[src/frs_pkg.sv]
// Shared types and constants for the 2x FIR resampler.
package frs_pkg;

    localparam int COEF_INDEX_BITS = 6;
    localparam int MODE_BITS       = 2;
    localparam int STRIDE_BITS     = 4;
    localparam int POS_BITS        = 3;
    localparam int CFG_INDEX_BITS  = 1;
    localparam int CFG_DATA_BITS   = 4;

    // configuration register indexes
    localparam logic [CFG_INDEX_BITS-1:0] REG_MODE   = 1'd0;
    localparam logic [CFG_INDEX_BITS-1:0] REG_STRIDE = 1'd1;

    // mode register codes; the unused code behaves as bypass
    localparam logic [MODE_BITS-1:0] MODE_BYPASS = 2'd0;
    localparam logic [MODE_BITS-1:0] MODE_INTERP = 2'd1;
    localparam logic [MODE_BITS-1:0] MODE_DECIM  = 2'd2;

    localparam logic [STRIDE_BITS-1:0] STRIDE_MIN = 4'd1;
    localparam logic [STRIDE_BITS-1:0] STRIDE_MAX = 4'd8;

    // tuser codes on the input side
    localparam logic ACT_SAMPLE = 1'b0;
    localparam logic ACT_LOAD   = 1'b1;

    typedef enum logic [2:0] {
        ST_IDLE,
        ST_LOAD,
        ST_RUN,
        ST_DRAIN,
        ST_PUSH
    } t_state;

    typedef enum logic [1:0] {
        KIND_BYPASS,
        KIND_INTERP,
        KIND_DECIM
    } t_kind;

    typedef struct packed {
        logic hist_shift;
        logic load_work;
        logic wshift_h;
        logic wshift_c;
    } t_cell_ctl;

endpackage

[src/frs_cell.sv]
// One tap cell: a history sample, a coefficient, and their working copies.
module frs_cell #(
    parameter int SAMPLE_BITS = 16,
    parameter int COEF_BITS   = 18
) (
    input  logic                          i_clk,
    input  logic                          i_rst_n,
    input  frs_pkg::t_cell_ctl            i_ctl,
    input  logic signed [SAMPLE_BITS-1:0] i_hist,
    input  logic                          i_coef_we,
    input  logic signed [COEF_BITS-1:0]   i_coef,
    input  logic signed [SAMPLE_BITS-1:0] i_work_h,
    input  logic signed [COEF_BITS-1:0]   i_work_c,
    output logic signed [SAMPLE_BITS-1:0] o_hist,
    output logic signed [SAMPLE_BITS-1:0] o_work_h,
    output logic signed [COEF_BITS-1:0]   o_work_c
);
    import frs_pkg::*;

    logic signed [SAMPLE_BITS-1:0] r_hist;
    logic signed [COEF_BITS-1:0]   r_coef;
    logic signed [SAMPLE_BITS-1:0] r_work_h;
    logic signed [COEF_BITS-1:0]   r_work_c;

    always_ff @(posedge i_clk) begin
        if (!i_rst_n) begin
            r_hist <= '0;
            r_coef <= '0;
        end else begin
            if (i_ctl.hist_shift) begin
                r_hist <= i_hist;
            end
            if (i_coef_we) begin
                r_coef <= i_coef;
            end
        end
    end

    // working copies walk toward cell 0, where the MAC reads them
    always_ff @(posedge i_clk) begin
        if (i_ctl.load_work) begin
            r_work_h <= r_hist;
            r_work_c <= r_coef;
        end else begin
            if (i_ctl.wshift_h) begin
                r_work_h <= i_work_h;
            end
            if (i_ctl.wshift_c) begin
                r_work_c <= i_work_c;
            end
        end
    end

    assign o_hist   = r_hist;
    assign o_work_h = r_work_h;
    assign o_work_c = r_work_c;

endmodule

[config.mk]
export PLATFORM = sky130hd
export DESIGN_NAME = frs_cell
export DESIGN_NICKNAME = d
export VERILOG_FILES = /design/src/frs_pkg.sv /design/src/frs_cell.sv
export SDC_FILE = /design/constraint.sdc
export NUM_CORES = 1
export LEC_CHECK = 0
export BUFFER_PORTS_ARGS = -buffer_cell sky130_fd_sc_hd__buf_2
export CORE_MARGIN = 8
export CORE_UTILIZATION = 45
export CTS_CLUSTER_DIAMETER = 200
export DETAILED_ROUTE_END_ITERATION = 10
export PLACE_DENSITY = 0.83
export SETUP_SLACK_MARGIN = 0.05
export SLEW_MARGIN = 5
export SYNTH_ARGS = -nofsm -noshare
export SYNTH_HDL_FRONTEND = slang
export SYNTH_SLANG_ARGS = --single-unit
[constraint.sdc]
create_clock -name i_clk -period 4.4 [get_ports i_clk]
set_input_delay 0.88 -clock i_clk [delete_from_list [all_inputs] [get_ports i_clk]]
set_output_delay 0.88 -clock i_clk [all_outputs]
set_load 0.02 [all_outputs]
* Word-level counts from Yosys, hierarchy flattened
Index checks and enable logic that the tools add are counted.
Storage, ports and cells: flip-flop bits (word level) 68, latch bits 0, RAM bits 0, ROM bits 0, output and inout bits 50, memories 0
Cells by class: add/subtract/negate cells 0, multiply operators 0, divide/modulo/power cells 0, $lt $le $gt $ge 0, equality and inequality tests 0, shift operators 0, muxes and demuxes 4, bitwise logic cells 0, reductions and logical operators 2
Operator list (number):
- $mux 18 | 2
- $mux 16 | 2
- $reduce_bool 2->1 | 2

* Depth between registers and ports, before layout
depth after elaboration 2, mapped depth 4

* Worst setup path before layout
OpenSTA, ideal clock, no wires.
kind input to register, start input port i_ctl[2] in the netlist's numbering, end register r_work_c[0] (netlist: o_work_c[0]) (enable), arrival time 1.628 ns, path slack 2.397 ns, stages on the path 3, path buffers 2, cell sequence buf_6 > buf_8 > or2_1
Between the ends: cells in the longest elaborated chain, start to end 1
RTL lines:
- from (decl) | line frs_cell.sv:8 | input frs_pkg::t_cell_ctl i_ctl,
- $reduce_bool 2->1 (no source line)
- to (signal assigned) | line frs_cell.sv:43 | r_work_c <= r_coef;
- to (signal assigned) | line frs_cell.sv:49 | r_work_c <= i_work_c;
- to (decl) | line frs_cell.sv:23 | logic signed [COEF_BITS-1:0] r_work_c;
Every way passes these cells. A chain may end at the register's enable or synchronous reset.

* Worst setup path after layout
start input port i_ctl[2] in the netlist's numbering, end register r_work_c[15] (netlist: o_work_c[15]) (enable)
The elaborated chain is that of the path after synthesis.

==> out/metrics.yaml <==
busiest_layer: "met2"
hpwl_um: 4940
synth-seq-cells: 68
critPathSlowestCell: "or2_1"
post-cts-setup-buffers: 0
start_util_pct: 46.0
crit_fanout: 21
path_class: "in2reg"
slew_viol_final: 0
hold_ws_ns: 0.515
route.detailed.drc: 0
clkLatencyLatePin_ns: 0.33
antenna_left: 0
port_buffers: 124
cts_tree: "yes"
worstSetupEndpointType: "register"
finalHoldViolations: 0
relSlewSlack_pct: 49.1
fmax_mhz: 475
syn2layout_area_growth_pct: 27.5
ys_seq_area_share_pct: 58.9
die_x_um: 96.1
cts_hold_buf: 0
gr-usage-met2_pct: 24.2
tightest_slew_ns: 0.763
clk_pin_slew_worst_paths_ns: 0.06
setup_tns_ns: 0
layout_commonest_cell: "buf_2"
finalNetCount: 383
gp_congestion: 0.774
num_vias: 1817
placed_cells: 374
fin_cells: 390
syn_area_um2: 2890
grt_pass1_wl_um: 9670
setup_viol: 0
yosysUniqueCellTypes: 11
wl_per_cell_um: 16.7
clockBufferDepth: 2
crit_family: "simple AND/OR/NAND/NOR gates"
io_pins: 125
layout_common_cells: "124 x buf_2, 34 x mux2i_1, 34 x nor2b_1, 34 x dfxtp_1, 34 x edfxtp_1"
wirelength_um: 6500
rsz0062_at_grt: "false"
synth_warnings: 0
ctsResizeCount: 0
numCtsBuffers: 9
antenna_found_initial: 0
cts-root-buf: "clkbuf_8"
drt_pre_antenna_iters: 3
worst-path-buf-inv: 1
grt_pass1_vias: 1938
die_height_um: 96.1
postSynthCellCount: 183
avgSynthCellArea_um2: 15.8
crit_chain: "buf_2 > or2_1"
design.core.area_um2: 6280
grt.total_usage_pct: 14.2
cts.sinks: 68
syn_nets: 258
grt_max_degree: 35
first_iter_violations: 42
overflow: 0
crit_path_max_incr_delay_ns: 0.69
die_area_um2: 9240
h-tree-depth: 3
period_needed_ns: 2.11
grt_use_met1_pct: 14.9
leakage_nw: 1.80
rows: 29
drv_cap: 0
finClkSkew_ns: 0.00909
viasPerCell: 4.66
drive_gt1_share_pct: 55.3
antenna_cells: 0
status: "finished, final reports clean"
met3_usage_pct: 5.15
hp-class: "reg2reg"
ir_drop_mv: 0.206
power_density_nw_per_um2: 406
cp-start-kind: "primary input"
post-route-period-util_pct: 47.9
required_ns: 4.36
arrival_ns: 2.07
[area by class of cell]
type / instances / area (um2)
Clock buffer: 10 / 128
Clock inverter: 6 / 78.8
Tap cell: 77 / 96.3
Timing Repair Buffer: 125 / 628
Fill cell: 530 / 2590
Multi-Input combinational cell: 104 / 1050
Sequential cell: 68 / 1700
[per-layer routing]
metal	routed length, um	vias to the layer above
li1	-	899
met1	2390	838
met2	3460	68
met3	503	12
met4	138	0
met5	0	-
[per-stage QoR]
step / total power [W] / worst slack [ns] / area, um2 / utilization, %
after global routing: 0.00156 / 2.18 / 3690 / 58.7
after detailed placement: 0.000977 / 1.89 / 3480 / 55.4
final: 0.00150 / 2.29 / 3690 / 58.7
after global placement: 0.000970 / 1.96 / 3480 / 55.4
after floorplan: 0.000899 / 2.40 / 2890 / -
after CTS: 0.00152 / 2.28 / 3690 / 58.7
[logic make-up (layout without fill, tap and decap cells)]
kind of cell / count (synthesis) / after routing / synth area share (%)
AND/OR/NAND/NOR: 36 / 36 / 7.79
buffers and inverters: 11 / 141 / 4.68
flip-flops: 68 / 68 / 58.9
multiplexers: 68 / 68 / 28.7
[synth_stat cells]
master | number | share of area (%)
buf_6 | 3 | 1.2
or2_1 | 2 | 0.43
mux2_4 | 28 | 15
buf_12 | 3 | 2.1
buf_8 | 2 | 1.0
mux2i_1 | 34 | 12
edfxtp_1 | 34 | 35
nor2b_1 | 34 | 7.4
clkbuf_1 | 3 | 0.39
dfxtp_1 | 34 | 24
mux2_2 | 6 | 2.3
[sequential cells by signal, indices dropped and copies added, names as in the netlist]
register / cells
o_work_h: 16
o_work_c: 18
r_coef: 18
o_hist: 16
[final timing paths]
| kind | from | to | slack (ns) | cells past startpoint |
|---|---|---|---|---|
| max | i_ctl[2] | o_work_c[15]$_DFFE_PP_ | 2.29 | 2 |
| min | r_coef[2]$_SDFFE_PN0P_ | r_coef[2]$_SDFFE_PN0P_ | 0.51 | 2 |
| max reg2reg | o_hist[11]$_SDFFE_PN0P_ | o_work_h[11]$_DFFE_PP_ | 3.55 | 1 |
| min reg2reg | r_coef[2]$_SDFFE_PN0P_ | r_coef[2]$_SDFFE_PN0P_ | 0.51 | 2 |
[power by group]
part	internal (W)	leakage (nW)	switching, W
Combinational	0.000106	1.05	0.000115
Clock	0.000314	0.107	0.000222
Sequential	0.000719	0.643	0.0000191
No activity file was read; power rests on OpenSTA's default activity.
