<file path="src/frs_pkg.sv">
// Shared types and constants for the 2x FIR resampler.
package frs_pkg;

    localparam int COEF_INDEX_BITS = 6;
    localparam int MODE_BITS       = 2;
    localparam int STRIDE_BITS     = 4;
    localparam int POS_BITS        = 3;
    localparam int CFG_INDEX_BITS  = 1;
    localparam int CFG_DATA_BITS   = 4;

    // configuration register indexes
    localparam logic [CFG_INDEX_BITS-1:0] REG_MODE   = 1'd0;
    localparam logic [CFG_INDEX_BITS-1:0] REG_STRIDE = 1'd1;

    // mode register codes; the unused code behaves as bypass
    localparam logic [MODE_BITS-1:0] MODE_BYPASS = 2'd0;
    localparam logic [MODE_BITS-1:0] MODE_INTERP = 2'd1;
    localparam logic [MODE_BITS-1:0] MODE_DECIM  = 2'd2;

    localparam logic [STRIDE_BITS-1:0] STRIDE_MIN = 4'd1;
    localparam logic [STRIDE_BITS-1:0] STRIDE_MAX = 4'd8;

    // tuser codes on the input side
    localparam logic ACT_SAMPLE = 1'b0;
    localparam logic ACT_LOAD   = 1'b1;

    typedef enum logic [2:0] {
        ST_IDLE,
        ST_LOAD,
        ST_RUN,
        ST_DRAIN,
        ST_PUSH
    } t_state;

    typedef enum logic [1:0] {
        KIND_BYPASS,
        KIND_INTERP,
        KIND_DECIM
    } t_kind;

    typedef struct packed {
        logic hist_shift;
        logic load_work;
        logic wshift_h;
        logic wshift_c;
    } t_cell_ctl;

endpackage

</file>
<file path="src/frs_mac.sv">
// Shared multiply-accumulate with even and odd accumulators and round/saturate.
module frs_mac #(
    parameter int TAPS        = 64,
    parameter int SAMPLE_BITS = 16,
    parameter int COEF_BITS   = 18
) (
    input  logic                          i_clk,
    input  logic                          i_rst_n,
    input  logic                          i_clear,
    input  logic                          i_issue,
    input  logic                          i_tag,
    input  logic signed [SAMPLE_BITS-1:0] i_x,
    input  logic signed [COEF_BITS-1:0]   i_c,
    output logic signed [SAMPLE_BITS-1:0] o_even,
    output logic signed [SAMPLE_BITS-1:0] o_odd
);
    import frs_pkg::*;

    localparam int PROD_W = SAMPLE_BITS + COEF_BITS;
    localparam int ACC_W  = PROD_W + $clog2(TAPS) + 1;
    localparam logic signed [ACC_W-1:0] RND     = ACC_W'(64'd1 << (COEF_BITS - 2));
    localparam logic signed [ACC_W-1:0] SAT_MAX = ACC_W'((64'sd1 <<< (SAMPLE_BITS - 1)) - 64'sd1);
    localparam logic signed [ACC_W-1:0] SAT_MIN = ~SAT_MAX;

    logic signed [PROD_W-1:0] r_prod;
    logic                     r_pv;
    logic                     r_ptag;
    logic signed [ACC_W-1:0]  r_acc_even;
    logic signed [ACC_W-1:0]  r_acc_odd;

    function automatic logic signed [SAMPLE_BITS-1:0] round_sat(
        input logic signed [ACC_W-1:0] a
    );
        logic signed [ACC_W-1:0] s;
        logic signed [ACC_W-1:0] q;
        s = a + RND;
        q = s >>> (COEF_BITS - 1);
        if (q > SAT_MAX) begin
            return SAT_MAX[SAMPLE_BITS-1:0];
        end else if (q < SAT_MIN) begin
            return SAT_MIN[SAMPLE_BITS-1:0];
        end
        return q[SAMPLE_BITS-1:0];
    endfunction

    always_ff @(posedge i_clk) begin
        if (!i_rst_n) begin
            r_pv <= 1'b0;
        end else begin
            r_pv <= i_issue;
        end
    end

    always_ff @(posedge i_clk) begin
        r_prod <= i_x * i_c;
        r_ptag <= i_tag;
        if (i_clear) begin
            r_acc_even <= '0;
            r_acc_odd  <= '0;
        end else if (r_pv) begin
            if (r_ptag) begin
                r_acc_odd <= r_acc_odd + ACC_W'(r_prod);
            end else begin
                r_acc_even <= r_acc_even + ACC_W'(r_prod);
            end
        end
    end

    assign o_even = round_sat(r_acc_even);
    assign o_odd  = round_sat(r_acc_odd);

endmodule

</file>
<file path="config.mk">
export PLATFORM = sky130hd
export DESIGN_NAME = frs_mac
export DESIGN_NICKNAME = d
export VERILOG_FILES = /design/src/frs_pkg.sv /design/src/frs_mac.sv
export SDC_FILE = /design/constraint.sdc
export NUM_CORES = 1
export LEC_CHECK = 0
export BUFFER_PORTS_ARGS = -buffer_cell sky130_fd_sc_hd__buf_2
export CORE_MARGIN = 3
export CORE_UTILIZATION = 30
export CTS_CLUSTER_DIAMETER = 30
export DETAILED_ROUTE_END_ITERATION = 16
export GPL_TIMING_DRIVEN = 0
export SLEW_MARGIN = 10
export SYNTH_ARGS = -nofsm -noshare
export SYNTH_HDL_FRONTEND = slang
export SYNTH_SLANG_ARGS = --single-unit
</file>
<file path="constraint.sdc">
create_clock -name i_clk -period 22.3 [get_ports i_clk]
set_input_delay 6.69 -clock i_clk [delete_from_list [all_inputs] [get_ports i_clk]]
set_output_delay 6.69 -clock i_clk [all_outputs]
set_load 0.1 [all_outputs]
</file>
# Yosys cells after proc, flatten, opt, wreduce, memory -nomap -nowiden
# Index checks and enable logic that the tools add are counted.
dict set report totals {
  wordCells 27
  regBits 118
  in_bits 39
}
dict set report op_classes {
  n_addsub 4
  order_cmp 4
  mul 1
  bitwise_logic 1
  n_reduce_logical 2
  n_mux 10
}
# op count
set op_table {}
lappend op_table {{$mux W16} 6}
lappend op_table {{$add A41 B18 Y41 const B} 2}
lappend op_table {{$add A41 B34 Y41} 2}
lappend op_table {{$gt A24 B16 Y1 const B} 2}
lappend op_table {{$lt A24 B16 Y1 const B} 2}
lappend op_table {{$mul A16 B18 Y34} 1}
lappend op_table {{$mux W1} 4}
lappend op_table {{$reduce_and A2 Y1} 2}
lappend op_table {{$not A1 Y1} 1}

# Longest topological paths before layout
dict set report depth {
  depth_word 5
  ltp_mapped 26
  depth_no_buf 25
}

# Worst setup path before layout
# OpenSTA, ideal clock, no wires.
dict set report synth_timing {
  path_type {input -> register}
  startpoint {input i_x[9]}
  endpoint {register r_prod[32]}
  cell_stages 25
  arrival_time_ns 12.723
  required_time_ns 22.228
  path_buffers 2
  setup_ns 0.072
  path_slack_ns 9.505
  cell_sequence {clkbuf_1 clkbuf_1 nand2_1 fa_1 inv_1 fa_1 inv_1 fa_1 inv_1 fa_1 fa_1 inv_1 fa_1 inv_1 ha_1 and3_1 a221oi_4 o21ai_2 o21ai_2 a31oi_4 a311oi_2 o31ai_2 or2_4 a21oi_2 xnor2_1}
}
dict set report synth_via {
  elab_chain_cells 1
}
# item line_no
set synth_rtl {}
lappend synth_rtl {{from (decl)} frs_mac.sv:12} ;# input logic signed [SAMPLE_BITS-1:0] i_x,
lappend synth_rtl {{$mul A16 B18 Y34} frs_mac.sv:55} ;# r_prod <= i_x * i_c;
lappend synth_rtl {{to (signal assigned)} frs_mac.sv:55}
lappend synth_rtl {{to (decl)} frs_mac.sv:25} ;# logic signed [PROD_W-1:0] r_prod;
# No other way between the ends.
# A chain may end at the register's enable or synchronous reset.

# Final worst setup path
# Ends and elaborated chain as after synthesis.

==> summary.txt <==
Floorplanning
  • Initial Utilization: 30.5%
  • CORE AREA: 0.0648 mm2
  • Die Y: 263 um
  • Standard-cell rows: 93
  • Die Wd: 263 um
  • Die area: 0.0690 mm2
  • IO Count: 71

Layout
  • Antenna Cells: 0
  • P&R area growth vs syn: 9.99%
  • Final nets: 2,933
  • Design area: 0.0217 mm2
  • FILL cells: 6,785
  • Share of cells above drive strength 1: 6.25%

Routing
  • DR vias: 16,000
  • Remaining antenna violation count: 0
  • Final WL: 53,100 um
  • DR vias/cell: 4.83
  • DR iter-0 viols: 1,080
  • DRC violations left: 0
  • Routed wire per std cell: 16.1 um
  • DRT Pass-1 Iters: 5

Timing
  • Final Skew: 0.00935 ns
  • Final worst-path cycle share: 59.8%
  • Worst-margin pin slew: 0.857 ns
  • Setup TNS: 0 ns
  • Final setup viols: 0
  • Top achievable clock speed: 0.0750 GHz
  • Worst relative slew slack: 42.8%
  • Final Hold Fails: 0
  • Tmin final: 13.33 ns
  • Max-slew violations: 0
  • RSZ-0062 raised after global routing: false

Clock tree
  • CTS max path bufs: 2
  • Number of gates resized after cts: 0
  • Inserted Clock Buffers: 17
  • Clock-pin slew on the worst setup and hold paths: 0.06 ns
  • Clk sinks: 118
  • # Post-CTS Setup Buffers: 0
  • CTS Hold Bufs: 0
  • CTS tree: done
  • Clk Latency, worst-skew pair: 0.43 ns
  • H-Tree Depth: 4
  • Clk root buf: clkbuf_16

GRT
  • Gr ovfl total: 0
  • Global-route wire length before repair: 87,300 um
  • Largest net degree at the start of global routing: 20
  • Overall routing resource usage: 15.6%
  • Initial antenna violation count: 0
  • Vias in the first global route: 16,100

Synth
  • Area leader, netlist: fa_1
  • Commonest cells post-synth: inv_1, nand2_1, fa_1
  • Avg Inst Size Synth: 8.41 um2
  • Sequential share of the synthesized area: 11.9%
  • Synth cell types: 92
  • YS warnings: 0
  • Synth area leaders: fa_1, dfxtp_1, ha_1, inv_1, nand2_1
  • Post-synth EDFFs: 0
  • Mapped Cells: 2,352
  • Count leader, synth: inv_1
  • Post-synth ARST share: 0%
  • Yosys reg bits: 118
  • Yosys top cell area share: 29.6%
  • Most used DFF post-synth: dfxtp_1
  • Synth Cell Area: 0.0198 mm2
  • Syn nets: 2,851

Setup path
  • Crit Path Category: input port to register
  • Crit-path max cell delay: 0.55 ns
  • Worst EP required: 22.64 ns
  • Critical path endpoint category: register
  • Most frequent CP cell: fa_1
  • Arrival time at the worst endpoint: 13.67 ns
  • Type of origin of the critical path: input port
  • Crit-path max FO: 10
  • Slowest CP cell: fa_1

Place
  • GPL Wtd Cong: 0.900
  • Final HPWL DP: 44,300 um
  • Count of input and output buffers: 63
  • Post-DP Area: 0.0212 mm2

Run status
  • Status: completed

Flow run
  • Max cap viols: 0

Worst hold path
  • Worst hold path type: register to register
-- cells by family after synthesis --
logic type / after synthesis / synth area share (%)
fa+ha+maj: 460 / 40.2
compound gates: 442 / 14.8
buf+inv: 481 / 9.25
xor+xnor: 134 / 5.94
mux: 3 / 0.158
flops: 118 / 11.9
simple gates: 714 / 17.7
-- final cells by class --
| class | instances | area, um2 | share of cell area (%) |
|---|---|---|---|
| Clock buffer | 17 | 425 | 1.96 |
| Inverter | 394 | 1480 | 6.80 |
| Tap cell | 855 | 1070 | 4.92 |
| Buffer | 87 | 349 | 1.61 |
| Multi-Input combinational cell | 1753 | 15600 | 71.6 |
| Sequential cell | 118 | 2360 | 10.9 |
| Clock inverter | 15 | 165 | 0.760 |
| Timing Repair Buffer | 63 | 315 | 1.45 |
-- cells in the final DEF (no fill, tap or decap), types with 5 or more instances in the layout --
cell,Yosys,layout
a21oi_1,157,157
inv_6,0,7
nor2_1,80,80
o211ai_1,10,10
or2_2,5,5
xor2_1,51,51
buf_1,5,5
o21ai_0,76,76
buf_2,6,69
dfxtp_1,118,118
and4_1,5,5
nand4_1,21,21
xnor2_1,83,83
clkbuf_1,72,72
fa_1,292,292
o21bai_1,10,10
nand3_1,49,49
nor4_1,5,5
or3_1,7,7
nor3_1,18,18
and2_1,139,139
clkbuf_16,0,17
a21oi_2,5,5
nand2_1,309,309
o21ai_1,9,9
a211oi_1,15,15
nor2b_1,14,14
nand2b_1,17,17
and3_1,18,18
o21a_1,12,12
a21o_1,73,73
inv_1,394,394
ha_1,168,168
a31oi_1,11,11
-- metal layers --
layer,vias up,wire [um],global-route usage (%),part of all wire [%]
li1,7747,-,-,-
met1,7749,24400,21.3,46
met2,409,25100,26.6,47
met3,56,2700,1.76,5.1
met4,0,930,3.37,1.7
met5,-,0,0,0
-- through the flow --
step	hold slack, ns	util [%]	worst slack, ns	cells
5_1_grt	0.480	33.5	8.63	3302
4_1_cts	0.456	33.5	9.02	3302
6_report	0.454	33.5	8.97	3302
3_5_place_dp	0.449	32.6	8.59	3270
2_1_floorplan	0.436	-	9.50	2352
3_3_place_gp	0.445	32.6	8.56	3270
-- worst paths after layout --
kind / end / cells past startpoint / from / slack [ns]
worst max-delay path: r_prod[32] / 25 / i_x[9] / 8.97
worst min register to register: r_acc_even[5] / 2 / r_acc_even[5] / 0.45
worst min-delay path: r_acc_even[5] / 2 / r_acc_even[5] / 0.45
worst max register to register: r_acc_even[40] / 13 / r_prod[0] / 19.01
-- sequential cells by signal, indices dropped and copies added (netlist names) --
name	cells
r_acc_even	41
r_prod	34
r_pv	1
r_acc_odd	41
r_ptag	1
-- worst max-delay path, delay by kind of cell --
kind                       cells  cell delay (ns)
buffers and inverters          7             1.21
and+or+nand+nor                3             0.65
adders and majority gates      7             3.48
xor gates and xnor gates       1             0.15
AOI/OAI and AO/OA              7             1.46
Power is left out: the tool's default activity adds up to more than one toggle a clock period on the data nets, which glitch-free logic cannot reach.
